$ cat config.mk
export PLATFORM = sky130hd
export DESIGN_NAME = sorted_priority_queue
export DESIGN_NICKNAME = d
export VERILOG_FILES = /design/src/design/spq_pkg.sv /design/src/design/sorted_priority_queue.sv /design/src/design/spq_ctrl.sv /design/src/design/spq_dpath.sv
export SDC_FILE = /design/constraint.sdc
export NUM_CORES = 2
export LEC_CHECK = 0
export BUFFER_PORTS_ARGS = -buffer_cell sky130_fd_sc_hd__buf_2
export CORE_MARGIN = 8
export CORE_UTILIZATION = 45
export CTS_CLUSTER_DIAMETER = 120
export CTS_CLUSTER_SIZE = 28
export DETAILED_ROUTE_END_ITERATION = 8
export MAX_ROUTING_LAYER = met4
export SLEW_MARGIN = 20
export SYNTH_ARGS = -nofsm -noshare
export SYNTH_HDL_FRONTEND = slang
export SYNTH_HIERARCHICAL = 1
export SYNTH_SLANG_ARGS = --single-unit
$ cat constraint.sdc
create_clock -name aclk -period 10.2 [get_ports aclk]
set_clock_uncertainty 0.2 [all_clocks]
set_input_delay 0.51 -clock aclk [delete_from_list [all_inputs] [get_ports aclk]]
set_output_delay 0.51 -clock aclk [all_outputs]
set_load 0.02 [all_outputs]
$ cat src/design/spq_pkg.sv
// ----------------------------------------------------------------------------
// spq_pkg
// Shared constants, codes and types for the sorted priority queue.
// ----------------------------------------------------------------------------
package spq_pkg;

    localparam int CAPACITY      = 16;
    localparam int PAYLOAD_BITS  = 32;
    localparam int PRIORITY_BITS = 8;
    localparam int COUNT_BITS    = $clog2(CAPACITY + 1);

    localparam int IN_DATA_BITS  = ((PAYLOAD_BITS + PRIORITY_BITS + 7) / 8) * 8;
    localparam int OUT_RAW_BITS  = 2 * PAYLOAD_BITS + PRIORITY_BITS + 1 + 2 + 1 + COUNT_BITS;
    localparam int OUT_DATA_BITS = ((OUT_RAW_BITS + 7) / 8) * 8;

    localparam logic KIND_ENQ = 1'b0;
    localparam logic KIND_DEQ = 1'b1;

    localparam logic [1:0] ST_OK        = 2'd0;
    localparam logic [1:0] ST_EMPTY_DEQ = 2'd1;
    localparam logic [1:0] ST_FULL_ENQ  = 2'd2;

    typedef enum logic {
        S_IDLE,
        S_EXEC
    } spq_state_t;

    typedef struct packed {
        logic load;
        logic commit;
    } spq_cmd_t;

    typedef struct packed {
        logic out_busy;
    } spq_stat_t;

endpackage

$ cat src/design/sorted_priority_queue.sv
// ----------------------------------------------------------------------------
// sorted_priority_queue
// Bounded priority queue held as a sorted chain of 16 cells.
// ----------------------------------------------------------------------------
// Each input word enqueues (tuser 0) or dequeues the front entry (tuser 1) and
// gives exactly one output word. An item is first registered; then every cell
// compares and shifts in parallel and the result is loaded into the output
// register. The next word is taken while a result waits, but a commit stalls
// until the output register is free. Equal priorities are served oldest first.
// No initialization pass after reset.
// ----------------------------------------------------------------------------
module sorted_priority_queue
    import spq_pkg::*;
(
    input  logic                     aclk,
    input  logic                     aresetn,
    input  logic                     s_tvalid,
    output logic                     s_tready,
    // [31:0] payload, [39:32] priority_req
    input  logic [IN_DATA_BITS-1:0]  s_tdata,
    // [0] kind
    input  logic [0:0]               s_tuser,
    output logic                     m_tvalid,
    input  logic                     m_tready,
    // [31:0] out_payload, [32] out_valid, [34:33] status, [66:35] head_payload,
    // [74:67] head_priority, [75] head_valid, [80:76] entry_count, rest zero
    output logic [OUT_DATA_BITS-1:0] m_tdata
);

    spq_cmd_t                cmd;
    spq_stat_t               stat;
    logic [OUT_RAW_BITS-1:0] out_word;

    spq_ctrl u_ctrl (
        .aclk     (aclk),
        .aresetn  (aresetn),
        .s_tvalid (s_tvalid),
        .s_tready (s_tready),
        .stat     (stat),
        .cmd      (cmd)
    );

    spq_dpath u_dpath (
        .aclk        (aclk),
        .aresetn     (aresetn),
        .cmd         (cmd),
        .stat        (stat),
        .in_kind     (s_tuser[0]),
        .in_payload  (s_tdata[PAYLOAD_BITS-1:0]),
        .in_priority (s_tdata[PAYLOAD_BITS+PRIORITY_BITS-1:PAYLOAD_BITS]),
        .out_vld     (m_tvalid),
        .out_rdy     (m_tready),
        .out_word    (out_word)
    );

    assign m_tdata = OUT_DATA_BITS'(out_word);

endmodule

$ cat src/design/spq_ctrl.sv
// ----------------------------------------------------------------------------
// spq_ctrl
// Sequencer: takes one word, then commits it once the output register is free.
// ----------------------------------------------------------------------------
module spq_ctrl
    import spq_pkg::*;
(
    input  logic      aclk,
    input  logic      aresetn,
    input  logic      s_tvalid,
    output logic      s_tready,
    input  spq_stat_t stat,
    output spq_cmd_t  cmd
);

    spq_state_t state_reg;
    spq_state_t state_next;

    always_ff @(posedge aclk) begin
        if (!aresetn) begin
            state_reg <= S_IDLE;
        end else begin
            state_reg <= state_next;
        end
    end

    always_comb begin
        state_next = state_reg;
        case (state_reg)
            S_IDLE: begin
                if (s_tvalid) begin
                    state_next = S_EXEC;
                end
            end
            S_EXEC: begin
                if (!stat.out_busy) begin
                    state_next = S_IDLE;
                end
            end
            default: state_next = S_IDLE;
        endcase
    end

    always_comb begin
        s_tready   = 1'b0;
        cmd.load   = 1'b0;
        cmd.commit = 1'b0;
        case (state_reg)
            S_IDLE: begin
                s_tready = 1'b1;
                cmd.load = s_tvalid;
            end
            S_EXEC: begin
                cmd.commit = !stat.out_busy;
            end
            default: ;
        endcase
    end

endmodule

$ cat src/design/spq_dpath.sv
// ----------------------------------------------------------------------------
// spq_dpath
// Sorted cell chain with input and output registers.
// ----------------------------------------------------------------------------
module spq_dpath
    import spq_pkg::*;
(
    input  logic                     aclk,
    input  logic                     aresetn,
    input  spq_cmd_t                 cmd,
    output spq_stat_t                stat,
    input  logic                     in_kind,
    input  logic [PAYLOAD_BITS-1:0]  in_payload,
    input  logic [PRIORITY_BITS-1:0] in_priority,
    output logic                     out_vld,
    input  logic                     out_rdy,
    output logic [OUT_RAW_BITS-1:0]  out_word
);

    logic                     kind_reg;
    logic [PAYLOAD_BITS-1:0]  pay_reg;
    logic [PRIORITY_BITS-1:0] pri_reg;

    logic [PAYLOAD_BITS-1:0]  slot_pay_reg  [CAPACITY];
    logic [PRIORITY_BITS-1:0] slot_pri_reg  [CAPACITY];
    logic [PAYLOAD_BITS-1:0]  slot_pay_next [CAPACITY];
    logic [PRIORITY_BITS-1:0] slot_pri_next [CAPACITY];
    logic [COUNT_BITS-1:0]    count_reg;
    logic [COUNT_BITS-1:0]    count_next;

    logic [CAPACITY-1:0]      keep;
    logic                     is_full;
    logic                     is_empty;
    logic [PAYLOAD_BITS-1:0]  removed;
    logic                     removed_vld;
    logic [1:0]               status;
    logic                     head_vld;

    logic                     out_vld_reg;
    logic [OUT_RAW_BITS-1:0]  out_word_reg;

    assign is_full  = (count_reg == COUNT_BITS'(CAPACITY));
    assign is_empty = (count_reg == '0);

    // keep: slot stays in place on insert (older or higher priority)
    always_comb begin
        for (int i = 0; i < CAPACITY; i++) begin
            keep[i] = (COUNT_BITS'(i) < count_reg) && (slot_pri_reg[i] >= pri_reg);
        end
    end

    always_comb begin
        count_next  = count_reg;
        removed     = '0;
        removed_vld = 1'b0;
        status      = ST_OK;
        for (int i = 0; i < CAPACITY; i++) begin
            slot_pay_next[i] = slot_pay_reg[i];
            slot_pri_next[i] = slot_pri_reg[i];
        end
        if (kind_reg == KIND_ENQ) begin
            if (is_full) begin
                status = ST_FULL_ENQ;
            end else begin
                count_next = count_reg + COUNT_BITS'(1);
                for (int i = 0; i < CAPACITY; i++) begin
                    if (!keep[i]) begin
                        if (i == 0 || keep[(i == 0) ? 0 : i - 1]) begin
                            slot_pay_next[i] = pay_reg;
                            slot_pri_next[i] = pri_reg;
                        end else begin
                            slot_pay_next[i] = slot_pay_reg[(i == 0) ? 0 : i - 1];
                            slot_pri_next[i] = slot_pri_reg[(i == 0) ? 0 : i - 1];
                        end
                    end
                end
            end
        end else begin
            if (is_empty) begin
                status = ST_EMPTY_DEQ;
            end else begin
                count_next  = count_reg - COUNT_BITS'(1);
                removed     = slot_pay_reg[0];
                removed_vld = 1'b1;
                for (int i = 0; i < CAPACITY - 1; i++) begin
                    slot_pay_next[i] = slot_pay_reg[i + 1];
                    slot_pri_next[i] = slot_pri_reg[i + 1];
                end
            end
        end
    end

    assign head_vld = (count_next != '0);

    always_ff @(posedge aclk) begin
        if (cmd.load) begin
            kind_reg <= in_kind;
            pay_reg  <= in_payload;
            pri_reg  <= in_priority;
        end
        if (cmd.commit) begin
            for (int i = 0; i < CAPACITY; i++) begin
                slot_pay_reg[i] <= slot_pay_next[i];
                slot_pri_reg[i] <= slot_pri_next[i];
            end
            // fields from the highest bit down
            out_word_reg <= {count_next,
                             head_vld,
                             head_vld ? slot_pri_next[0] : {PRIORITY_BITS{1'b0}},
                             head_vld ? slot_pay_next[0] : {PAYLOAD_BITS{1'b0}},
                             status,
                             removed_vld,
                             removed};
        end
    end

    always_ff @(posedge aclk) begin
        if (!aresetn) begin
            count_reg   <= '0;
            out_vld_reg <= 1'b0;
        end else begin
            if (cmd.commit) begin
                count_reg   <= count_next;
                out_vld_reg <= 1'b1;
            end else if (out_rdy) begin
                out_vld_reg <= 1'b0;
            end
        end
    end

    assign stat.out_busy = out_vld_reg && !out_rdy;
    assign out_vld       = out_vld_reg;
    assign out_word      = out_word_reg;

endmodule

-- Word-level counts from Yosys, hierarchy flattened
Memory sizes are Yosys's and may differ from the RTL's.
Index checks and enable logic that the tools add are counted.
- logic and storage cells: 159
- register bits: 129
- output and inout bits: 90
- RAM bits: 640
- input port bits: 45
- memories: 2
- memories (name ; words ; bits a word ; read ports ; clocked after memory_dff ; write ports ; line ; text):
    u_dpath.slot_pay_reg ; 16 ; 32 ; 16 ; 0 ; 16 ; spq_dpath.sv:24 ; logic [PAYLOAD_BITS-1:0] slot_pay_reg [CAPACITY];
    u_dpath.slot_pri_reg ; 16 ; 8 ; 16 ; 0 ; 16 ; spq_dpath.sv:25 ; logic [PRIORITY_BITS-1:0] slot_pri_reg [CAPACITY];
- muxes and demuxes: 87
- reductions and logical operators: 23
- equality and inequality tests: 1
- add/subtract/negate cells: 2
- bitwise gates (word level): 2
- magnitude comparators: 32
- operators with widths (kind ; number):
    $mux W32 ; 32
    $mux W480 ; 2
    $mux W512 ; 1
    $mux W8 ; 32
    $mux W120 ; 2
    $ge A8 B8 Y1 ; 16
    $mux W128 ; 1
    $lt A4 B5 Y1 const A ; 8
    $lt A3 B5 Y1 const A ; 4
    $logic_and A1 B1 Y1 ; 17
    $mux W5 ; 3
    $mux W1 ; 11
    $lt A1 B5 Y1 const A ; 2
    $lt A2 B5 Y1 const A ; 2
    $add A5 B1 Y5 const B ; 1
    $eq A5 B5 Y1 const B ; 1
    $logic_not A5 Y1 ; 1
    $reduce_bool A5 Y1 ; 1
    $sub A5 B1 Y5 const B ; 1
    $mux W2 ; 2
    $logic_not A1 Y1 ; 2
    $not A1 Y1 ; 2
    $pmux W1 S2 ; 1
    $reduce_bool A2 Y1 ; 1
    $reduce_or A2 Y1 ; 1

-- Depth between registers and ports, before layout
An unclocked memory read counts as a cell.
- depth after elaboration: 7
- depth in mapped cells: 12
- depth with buffers taken out: 8

-- Hierarchy
The synthesis kept the hierarchy.
- modules (own cells, without submodules) (module ; sequential area each (um2) ; area each (um2) ; cells an instance ; instances):
    spq_dpath ; 23002.1 ; 40124.7 ; 3522 ; 1
    sorted_priority_queue ; 0.0 ; 56.3 ; 8 ; 1
    spq_ctrl ; 20.0 ; 47.5 ; 6 ; 1

-- Worst setup path after synthesis
No wires, ideal clock.
- path type: in2reg
- start point: input port m_tready
- end point: memory u_dpath.slot_pay_reg[15][0] (netlist: u_dpath/slot_pay_reg[1][224]) (enable)
- arrival: 9023 ps
- setup slack: 490 ps
- setup time: 487 ps
- data required time: 9513 ps
- buffers on the path: 1
- stages on the path: 5
- cells stage by stage: nor2b_1 > nor2_1 > clkbuf_1 > o21ai_0 > nor3_1
- RTL lines (what ; line ; text):
    start, declared ; sorted_priority_queue.sv:24 ; input logic m_tready,
    end, declared ; spq_dpath.sv:24 ;

==> impl_results.md <==
* Iteration-0 DRC count of the detailed router at 3200
* CTS clk-pin slew, worst paths at about 110 ps
* Number of vias in the routed layout at between 20000 and 30000
* Sequential share of the synthesized area at 0.572
* Worst r2r src: u_dpath/count_reg[0]$_SDFFE_PN0P_
* Area growth syn-to-layout at 7.57%
* Crit. path cell count at 10
* Final setup vio count at 0
* RSZ-0062 raised after global routing: no
* Clk pwr share at 0.262
* Antenna-violating nets left at 0
* Post-CTS Setup Bufs at 0
* Reg-to-Reg End: u_dpath/slot_pay_reg[1][202]$_DFFE_PP_
* Pre-Repair DR Iteration Count at 6
* Initial antenna violation count at 1
* CTS tree: done
* Largest net degree at the start of global routing at around 230
* Crit path max-delay family: buffers and inverters
* Placed cell count at 4598
* Worst setup EP type: register
* Total global routing overflow at 0
* Sink Count at 769
* Pins Over Slew Limit at 0
* CP max stage delay at about 780 ps
* Die H at 315 µm
* Cell Int Power at 0.00461 W
* H-Tree Level Count at 2
* Hold Path Depth at 3
* Pwr Total at about 0.0063 W
* Nets at about 3700
* Unique cell type count in the Yosys netlist at 59
* Routed len/inst at approximately 24 µm
* Max reg flops at 512
* Ys flop type: edfxtp_1
* Syn Inst Count at 3536
* Psw at about 0.0017 W
* Min Tclk post-route at between 5000 and 6000 ps
* Die W at approximately 310 µm
* Req. time, crit path at approximately 10000 ps
* Root Buffer: clkbuf_16
* Worst-case reg-to-reg path depth at 10
* Clock latency on the worst-skew pair at 600 ps
* Startpoint types: register
* Crit-path max FO at between 100 and 150
* Total wire length at between 100000 and 150000 µm
* Boundary Pins at between 100 and 150
* Vias in the first global route at 27692
* Buffers & Inverters on Critical Path at 4
* Cts bufs inserted at 34
* Setup TNS at 0 ps
* Die area at 99200 µm²
* Gpl congestion at ~0.83
* LEAKAGE at about 16 nW
* Worst-Margin Slew at 1370 ps
* Via/cell ratio at just over 6
* Commonest non-fill, non-tap cell in the layout: edfxtp_1
* Hold Crit Class: primary input to register
* Hold Path Origin: m_tready
* DRC at 0
* Layout cells sized above 1 at 0.101
* Reg2reg setup slack at 5130 ps
* First-pass GRT wire length at around 170000 µm
* Tcrit/Tclk final at 0.497
* FP Rows at between 100 and 150
* Clk buf depth at 3
* Max frequency at between 150 and 200 MHz
* Warnings from Yosys at 6
* Overall routing resource usage at 0.228
* Pwr Density at between 100 and 150 nW/µm²
* Endpoint, Worst Hold: u_dpath/out_vld$_SDFFE_PN0P_
* Rel. slew slack at 0.0852
* Initial Utilization at 0.455
* Final Non-Filler Cells at between 4000 and 5000
* Sequential Power Share at 0.598
* Most frequent cells in the layout: 762 x edfxtp_1, 604 x nand2_1, 404 x mux2i_1, 395 x o21ai_0, 209 x nand3_1
* Run status: complete, no violations
* Async set-reset flop share out of synthesis at 0
* HPWL Detailed at 66300 µm
* EDFF count, synth at roughly 760
* Syn Area/Cell at 11.4 µm²
* Worst vdd ir at approximately 0.10 mV
* Net Sw Frac at 0.273
* Combinational power share at 0.140
* Post-Synthesis Cell Area at about 40000 µm²
* CP Data Arrival Time at ~5100 ps
* Max capacitance violation total at 0
* Worst-path cell chain: inv_1 -> ha_1 -> nor3b_1 -> a21oi_4 -> buf_12 -> buf_4 -> nor2_4 -> nor2b_1 -> o21a_2 -> buf_4
* Kind of critical path: register to register
* Slowest CP cell: buf_4
* Fillcell total at 7916
* Seq cells post-synth at between 700 and 800
* Number of diodes at 0
* Core Box Area at ~89000 µm²
* CP dominant cell by count: buf_4
* PortBufs at 127
* Hold Fails Final Rpt at 0
[repair_timing]
action	in CTS	in global routing
resized for setup	0	0
hold endpoints to repair	43	0
hold buffers	42	0
[worst max path at each step]
stage	slack (ps)	endpoint	startpoint
after global placement	5280	u_dpath/slot_pay_reg[1][219]$_DFFE_PP_	u_dpath/count_reg[0]$_SDFFE_PN0P_
after global routing	4890	u_dpath/slot_pay_reg[1][192]$_DFFE_PP_	u_dpath/count_reg[0]$_SDFFE_PN0P_
after CTS	5240	u_dpath/slot_pay_reg[1][192]$_DFFE_PP_	u_dpath/count_reg[0]$_SDFFE_PN0P_
final	5130	u_dpath/slot_pay_reg[1][202]$_DFFE_PP_	u_dpath/count_reg[0]$_SDFFE_PN0P_
after floorplan	490	u_dpath/slot_pay_reg[1][224]$_DFFE_PP_	m_tready
after detailed placement	5270	u_dpath/slot_pay_reg[1][207]$_DFFE_PP_	u_dpath/count_reg[0]$_SDFFE_PN0P_
[per-stage QoR]
stage                      util  hold slack, ps  setup slack [ps]  area (µm²)
after floorplan               -             296               490       40300
after detailed placement  0.474             306              5270       41900
after CTS                 0.489            35.6              5240       43300
after global placement    0.474             299              5280       41900
final                     0.489            57.9              5130       43300
after global routing      0.489            60.9              4890       43300
[Yosys cell counts, drive strengths merged (5+ instances only)]
| cell | number | area [µm²] |
|---|---|---|
| or2 | 40 | 250 |
| o31ai | 6 | 75.1 |
| a21oi | 31 | 155 |
| and2 | 34 | 213 |
| nor2 | 39 | 149 |
| a211oi | 11 | 87.6 |
| o211ai | 121 | 913 |
| a22o | 39 | 342 |
| a2111oi | 16 | 140 |
| nand2b | 18 | 113 |
| a22oi | 40 | 300 |
| mux2 | 41 | 462 |
| a31oi | 83 | 519 |
| nand4 | 5 | 31.3 |
| nor2b | 11 | 68.8 |
| buf | 92 | 553 |
| inv | 43 | 161 |
| dfxtp | 7 | 140 |
| o22ai | 12 | 75.1 |
| nand3 | 209 | 1050 |
| clkbuf | 209 | 785 |
| a21o | 7 | 52.6 |
| mux2i | 404 | 4040 |
| edfxtp | 762 | 22900 |
| o21a | 13 | 97.6 |
| o221ai | 5 | 43.8 |
| o21ai | 469 | 2350 |
| nor3 | 7 | 35.0 |
| nand2 | 604 | 2270 |
| ha | 132 | 1650 |
[tightest hold or removal path, delay by kind of cell]
family,cells,cell delay [ps]
AOI/OAI and AO/OA,1,170
buffers and inverters,1,70
and+or+nand+nor,1,70
[kinds of logic after synthesis]
family,Yosys count,synth area share
AND/OR/NAND/NOR,976,0.106
buffers and inverters,345,0.0374
AO/OA/AOI/OAI,865,0.131
flip-flops,769,0.572
multiplexers,445,0.112
XOR/XNOR,3,0.000653
other,1,0.0000932
adder cells (fa/ha/maj),132,0.0411
[per-layer routing]
| layer | share of wire | track usage | vias to the layer above |
|---|---|---|---|
| met4 | 0.019 | 0.0446 | 0 |
| met2 | 0.44 | 0.336 | 1062 |
| li1 | - | - | 13100 |
| met5 | 0 | - | - |
| met1 | 0.47 | 0.334 | 14442 |
| met3 | 0.075 | 0.0348 | 105 |
[power by group through the flow]
stage	Clock, W	Combinational (W)	Sequential [W]
floorplan	0	0.000587	0.00384
global placement	0	0.000853	0.00386
CTS	0.00171	0.000883	0.00380
finish	0.00166	0.000886	0.00380
detailed placement	0	0.000867	0.00387
global route	0.00179	0.000971	0.00381
[cell type report]
class	count	area, µm²	share of cell area
Multi-Input combinational cell	2428	16100	0.371
Inverter	44	173	0.00399
Timing Repair Buffer	234	1610	0.0371
Clock inverter	7	66.3	0.00153
Sequential cell	769	23000	0.532
Clock buffer	35	876	0.0202
Tap cell	1165	1460	0.0337
Power figures use the tool's default switching activity.
